===== src/rtl/rrcw_pkg.sv =====
`default_nettype none
// ----------------------------------------------------------------------------
// rrcw_pkg
// Shared widths, constants, tables and word types of the rotated rectangle
// crop window block.
// ----------------------------------------------------------------------------
package rrcw_pkg;

  localparam int FRAC_BITS         = 8;
  localparam int CORDIC_STAGES_DEF = 16;
  localparam int MAX_STAGES        = 24;
  localparam int DIM_BITS          = 16;

  localparam int CX_W   = 29;
  localparam int SIDE_W = 28;
  localparam int ANG_W  = 18;

  localparam int CFG_IDX_W        = 2;
  localparam int REG_IMAGE_WIDTH  = 0;
  localparam int REG_IMAGE_HEIGHT = 1;
  localparam int IMAGE_WIDTH_RST  = 640;
  localparam int IMAGE_HEIGHT_RST = 480;

  // angle reduction
  localparam int DEG180    = 180 << FRAC_BITS;
  localparam int DEG90     = 90 << FRAC_BITS;
  localparam int RED_OFFS  = ((2 ** (ANG_W - 1)) + DEG180 - 1) / DEG180 * DEG180;
  localparam int T_W       = $clog2((2 ** (ANG_W - 1)) + RED_OFFS);
  localparam int RED_STEPS = ((2 ** (ANG_W - 1)) - 1 + RED_OFFS) / DEG180;
  localparam int A_W       = $clog2(DEG90 + 1);

  // phase = round(a * 2^32 / (360 * 2^FRAC_BITS)), 360 * 2^F = 45 * 2^(F+3)
  localparam int PHASE_DIV  = 45;
  localparam int PHASE_BIAS = PHASE_DIV / 2;
  localparam int ZS         = 29 - FRAC_BITS;
  localparam int RECIP_SH   = 20;
  localparam int RECIP      = ((2 ** RECIP_SH) + PHASE_DIV - 1) / PHASE_DIV;
  localparam int RECIP_W    = $clog2(RECIP + 1);
  localparam int PROD_W     = A_W + RECIP_W;
  localparam int A1_W       = $clog2(DEG90 / PHASE_DIV + 2);
  localparam int A0_W       = $clog2(PHASE_DIV);
  localparam int REM_W      = A0_W + A1_W + 2;

  // CORDIC
  localparam int XY_W      = 33;
  localparam int Z_W       = 32;
  localparam int CORDIC_X0 = 652032874;

  localparam logic [31:0] ATAN_TURN [MAX_STAGES] = '{
    32'h20000000, 32'h12E4051D, 32'h09FB385B, 32'h051111D4, 32'h028B0D43, 32'h0145D7E1,
    32'h00A2F61E, 32'h00517C55, 32'h0028BE53, 32'h00145F2F, 32'h000A2F98, 32'h000517CC,
    32'h00028BE6, 32'h000145F3, 32'h0000A2F9, 32'h0000517C, 32'h000028BE, 32'h0000145F,
    32'h00000A2F, 32'h00000517, 32'h0000028B, 32'h00000145, 32'h000000A2, 32'h00000051
  };

  typedef logic [ZS-1:0] frac_tab_t [PHASE_DIV];

  function automatic frac_tab_t build_frac_tab();
    frac_tab_t tab;
    for (int i = 0; i < PHASE_DIV; i++) begin
      tab[i] = ZS'((longint'(i) * (longint'(1) << ZS) + PHASE_BIAS) / PHASE_DIV);
    end
    return tab;
  endfunction

  localparam frac_tab_t FRAC_TAB = build_frac_tab();

  // back end
  localparam int C_W    = XY_W - 2;
  localparam int PR_W   = C_W + SIDE_W;
  localparam int HX_W   = PR_W + 1;
  localparam int CEN_SH = 31;
  localparam int EW     = 63;
  localparam int SH     = FRAC_BITS + CEN_SH;
  localparam int ESW    = EW - SH;

  typedef struct packed {
    logic signed [CX_W-1:0] cx;
    logic signed [CX_W-1:0] cy;
    logic [SIDE_W-1:0]      l1;
    logic [SIDE_W-1:0]      l2;
    logic signed [ANG_W-1:0] ang;
  } rect_t;

  typedef struct packed {
    logic signed [CX_W-1:0] cx;
    logic signed [CX_W-1:0] cy;
    logic [SIDE_W-1:0]      l1;
    logic [SIDE_W-1:0]      l2;
  } carry_t;

  typedef struct packed {
    logic signed [XY_W-1:0] x;
    logic signed [XY_W-1:0] y;
    logic signed [Z_W-1:0]  z;
    carry_t                 p;
  } cordic_t;

endpackage
`default_nettype wire


===== src/rtl/rrcw_cordic_cell.sv =====
`default_nettype none
// ----------------------------------------------------------------------------
// rrcw_cordic_cell
// One rotation-mode CORDIC iteration with its own valid bit and word register.
// ----------------------------------------------------------------------------
module rrcw_cordic_cell #(
  parameter int STAGE = 0
) (
  input  logic              clk,
  input  logic              rst_n,
  input  logic              in_vld,
  output logic              in_rdy,
  input  rrcw_pkg::cordic_t in_word,
  output logic              out_vld,
  input  logic              out_rdy,
  output rrcw_pkg::cordic_t out_word
);
  import rrcw_pkg::*;

  logic                   vld_r, vld_nxt;
  cordic_t                word_r, word_nxt;
  logic signed [XY_W-1:0] x_in, y_in, dx, dy;
  logic signed [Z_W-1:0]  z_in, step;

  assign in_rdy = !vld_r || out_rdy;

  always_comb begin
    x_in     = in_word.x;
    y_in     = in_word.y;
    z_in     = in_word.z;
    dx       = y_in >>> STAGE;
    dy       = x_in >>> STAGE;
    step     = $signed(ATAN_TURN[STAGE]);
    word_nxt = in_word;
    if (!z_in[Z_W-1]) begin
      word_nxt.x = x_in - dx;
      word_nxt.y = y_in + dy;
      word_nxt.z = z_in - step;
    end else begin
      word_nxt.x = x_in + dx;
      word_nxt.y = y_in - dy;
      word_nxt.z = z_in + step;
    end
    vld_nxt = in_rdy ? in_vld : vld_r;
  end

  always_ff @(posedge clk) begin
    if (!rst_n) begin
      vld_r <= 1'b0;
    end else begin
      vld_r <= vld_nxt;
    end
  end

  always_ff @(posedge clk) begin
    if (in_vld && in_rdy) begin
      word_r <= word_nxt;
    end
  end

  assign out_vld  = vld_r;
  assign out_word = word_r;

endmodule
`default_nettype wire


===== config.mk =====
export PLATFORM = sky130hd
export DESIGN_NAME = rrcw_cordic_cell
export DESIGN_NICKNAME = d
export VERILOG_FILES = /design/src/rtl/rrcw_pkg.sv /design/src/rtl/rrcw_cordic_cell.sv
export SDC_FILE = /design/constraint.sdc
export NUM_CORES = 1
export LEC_CHECK = 0
export BUFFER_PORTS_ARGS = -buffer_cell sky130_fd_sc_hd__buf_2
export CAP_MARGIN = 20
export CORE_AREA = 8 8 161 163
export CTS_CLUSTER_DIAMETER = 150
export DETAILED_ROUTE_END_ITERATION = 16
export DIE_AREA = 0 0 169 171
export PLACE_DENSITY = 0.92
export SLEW_MARGIN = 15
export SYNTH_ARGS = -nofsm -noshare
export SYNTH_HDL_FRONTEND = slang
export SYNTH_SLANG_ARGS = --single-unit

===== constraint.sdc =====
create_clock -name clk -period 20.5 [get_ports clk]
set_input_delay 4.1 -clock clk [delete_from_list [all_inputs] [get_ports clk]]
set_output_delay 4.1 -clock clk [all_outputs]
set_load 0.005 [all_outputs]

==> run metrics <==
run status completed; Fillers 1890; drc violations 0; Die W 169 um; switch share 0.2853; crit path DAT 4.53 ns; hold buffers post-CTS 0; total number of vias 10.58k; combinational fraction of design power 0.225; worst vdd ir 52.32 uV; # setup viols final 0; synthesized area 0.01197 mm^2; unrepaired setup endpoints after global routing no; clk sink count 212; share of the synthesized area in the top cell type 0.5292; startpoint type of the worst setup path primary input; setup TNS 0 ns; GRT Total Usage 0.2822; Finished Cell Area 0.01509 mm^2; RR Startpoint out_vld; crit-path most repeated cell buf_2; hold wc startpoint out_vld; core area 0.02326 mm^2; flops & latches, synth 212; first-pass GRT wire length 62240 um; ys flop type edfxtp_1; Overall Power 1216 uW; crit-path max cell delay 0.17 ns; routing usage on met2 0.4695; Max Slew Vio Count 0; CP max-delay cell nand2b_1; Least-Margin Pin Slew 0.9885 ns; Post-Syn Nets 1383; CP Max Fanout 3; sequential power share 0.441; Leakage 0.006697 uW; Worst-path clk slew 0.06 ns; Final Hold Fails 0; R2R depth 4; # Max-Cap Violations 0; die height 171 um; layout cell share with drive strength beyond 1 0.3255; cell row count 56; Nets 1796; Root Driver clkbuf_16; f_max 115.9 MHz; Post-DP HPWL 34480 um; total die area 0.02890 mm^2; Clock power frac 0.334; total power divided by cell area 80.58 mW/mm^2; final cycle utilization of the critical path 0.4208; final global-route overflow total 0; CTS buffer count 22; Placer Congestion 0.9582; Worst Hold Path EP out_vld; top post-synthesis cells by count edfxtp_1 (211), a21oi_1 (118), inv_1 (99); Yosys top cell by area edfxtp_1; hold path depth 2; post_cts resized 0; port bufs 429; FF-to-FF setup slack 17.13 ns; vias in the first global route 10.02k; GR Util met3 0.06361; GR peak layer met2; post-synthesis sequential area ratio 0.5308; Setup Skew 0.01128 ns; Post-synth EDFFs 211; dominant cell by count in the synthesized netlist edfxtp_1; Final Routed Wirelength 43050 um; initial antenna violation count 5; area grow syn2layout 26.03%; H-tree depth 1; clock latency on the worst-skew pair 0.49 ns; top cells by area, synth edfxtp_1 (53%), ha_1 (10%), a21oi_1 (4.9%); largest net degree at the start of global routing 79; Critical path origin out_rdy; critical path required time 16.40 ns; Ports 430; library cells used by synthesis 74; met1 Resource Use GR 0.3535; Hold WC Path Type reg2reg; syn_area_per_cell 11.22 um^2; area of placed instances 0.01435 mm^2; Gate Count Post-Synth 1067; Internal Power 869.1 uW; CTS tree done; FF-to-FF End out_word[0]; fraction of registers with async set/reset 0; Bufs on Longest Clock Path 3; synth warn 0; 1st-iter DRT viols 1149; Avg WL per Cell 23.68 um; Initial Util 0.5147; CP Class in2out; Psw 346.9 uW; Vias/cell 5.821; DRT Pass-1 Iters 5; cells along the critical path buf_2, nand2b_1, buf_2; Slew headroom 0.3410; ANT nets after route 0; post-CTS setup buffers 0; Crit. End Element output pin; post-layout minimum cycle time 8.627 ns
## routing by layer
metal,vias up,routed length (um)
li1,4711,-
met1,5130,16540
met2,620,20380
met3,115,4186
met4,6,1904
met5,-,41
## layout make-up
type	instances	area, um^2	share of cell area
diodes	3	7.507	0.0004975
clock buffers	27	610.6	0.04046
clock inverters	13	120.1	0.007960
inverters	103	386.6	0.02562
multi-input cells	709	5041	0.3341
flip-flops and latches	212	6356	0.4212
well taps	319	399.1	0.02645
repair buffers	432	2170	0.1438
## flip-flops by register name, indices dropped and copies added, names as in the netlist
name	flops
out_vld	1
out_word	211
## cells by family (layout without fill, tap and decap cells)
logic type	Yosys count	after routing	share of synthesized area
AOI/OAI and AO/OA	304	304	0.1648
and+or+nand+nor	229	229	0.09206
DFF	212	212	0.5308
buffers and inverters	146	575	0.04838
adders and majority gates	100	100	0.1070
xor gates and xnor gates	63	63	0.04608
muxes	13	13	0.01087
other	0	3	0
## critical path: cells and delay by family
family / cells / cell delay, ns
buffers and inverters: 2 / 0.25
AND/OR/NAND/NOR: 1 / 0.17
## metrics by stage
step	utilization	instances	worst slack [ns]	hold slack, ns
global placement	0.6170	1775	11.87	0.5316
detailed placement	0.6170	1775	11.87	0.5344
global route	0.6485	1816	11.86	0.5996
finish	0.6487	1818	11.87	0.5454
CTS	0.6484	1815	11.87	0.5458
floorplan	-	1067	10.84	0.5366
## power groups by stage
stage          combinational (uW)  clock [uW]  sequential, uW
6_report                      274         406             536
5_1_grt                       292         425             540
2_1_floorplan                 146           0             554
4_1_cts                       269         411             537
3_5_place_dp                  268           0             545
3_3_place_gp                  263           0             544
## cells in the final DEF, fill, tap and decap left out, types with 10 or more instances in the layout
master | synthesis | final
nand3_1 | 19 | 19
clkbuf_16 | 0 | 23
xnor2_1 | 59 | 59
ha_1 | 96 | 96
nor4_1 | 12 | 12
nand4_1 | 11 | 11
inv_1 | 99 | 99
nor3_1 | 12 | 12
nand2b_1 | 12 | 12
edfxtp_1 | 211 | 211
a21oi_1 | 118 | 118
o21ai_0 | 51 | 51
a31oi_1 | 10 | 10
nor2_1 | 84 | 84
nor2b_1 | 10 | 10
buf_2 | 7 | 429
o31ai_1 | 12 | 12
o21bai_1 | 19 | 19
mux2i_1 | 13 | 13
a21o_1 | 21 | 21
nand2_1 | 44 | 44
## worst max-delay path by stage
| stage | endpoint | slack (ns) | depth (start not counted) |
|---|---|---|---|
| finish | in_rdy | 11.87 | 3 |
| global route | in_rdy | 11.86 | 3 |
| CTS | in_rdy | 11.87 | 3 |
| detailed placement | in_rdy | 11.87 | 3 |
| global placement | in_rdy | 11.87 | 3 |
| floorplan | out_word[0] | 10.84 | 2 |
Power figures use the tool's default switching activity.
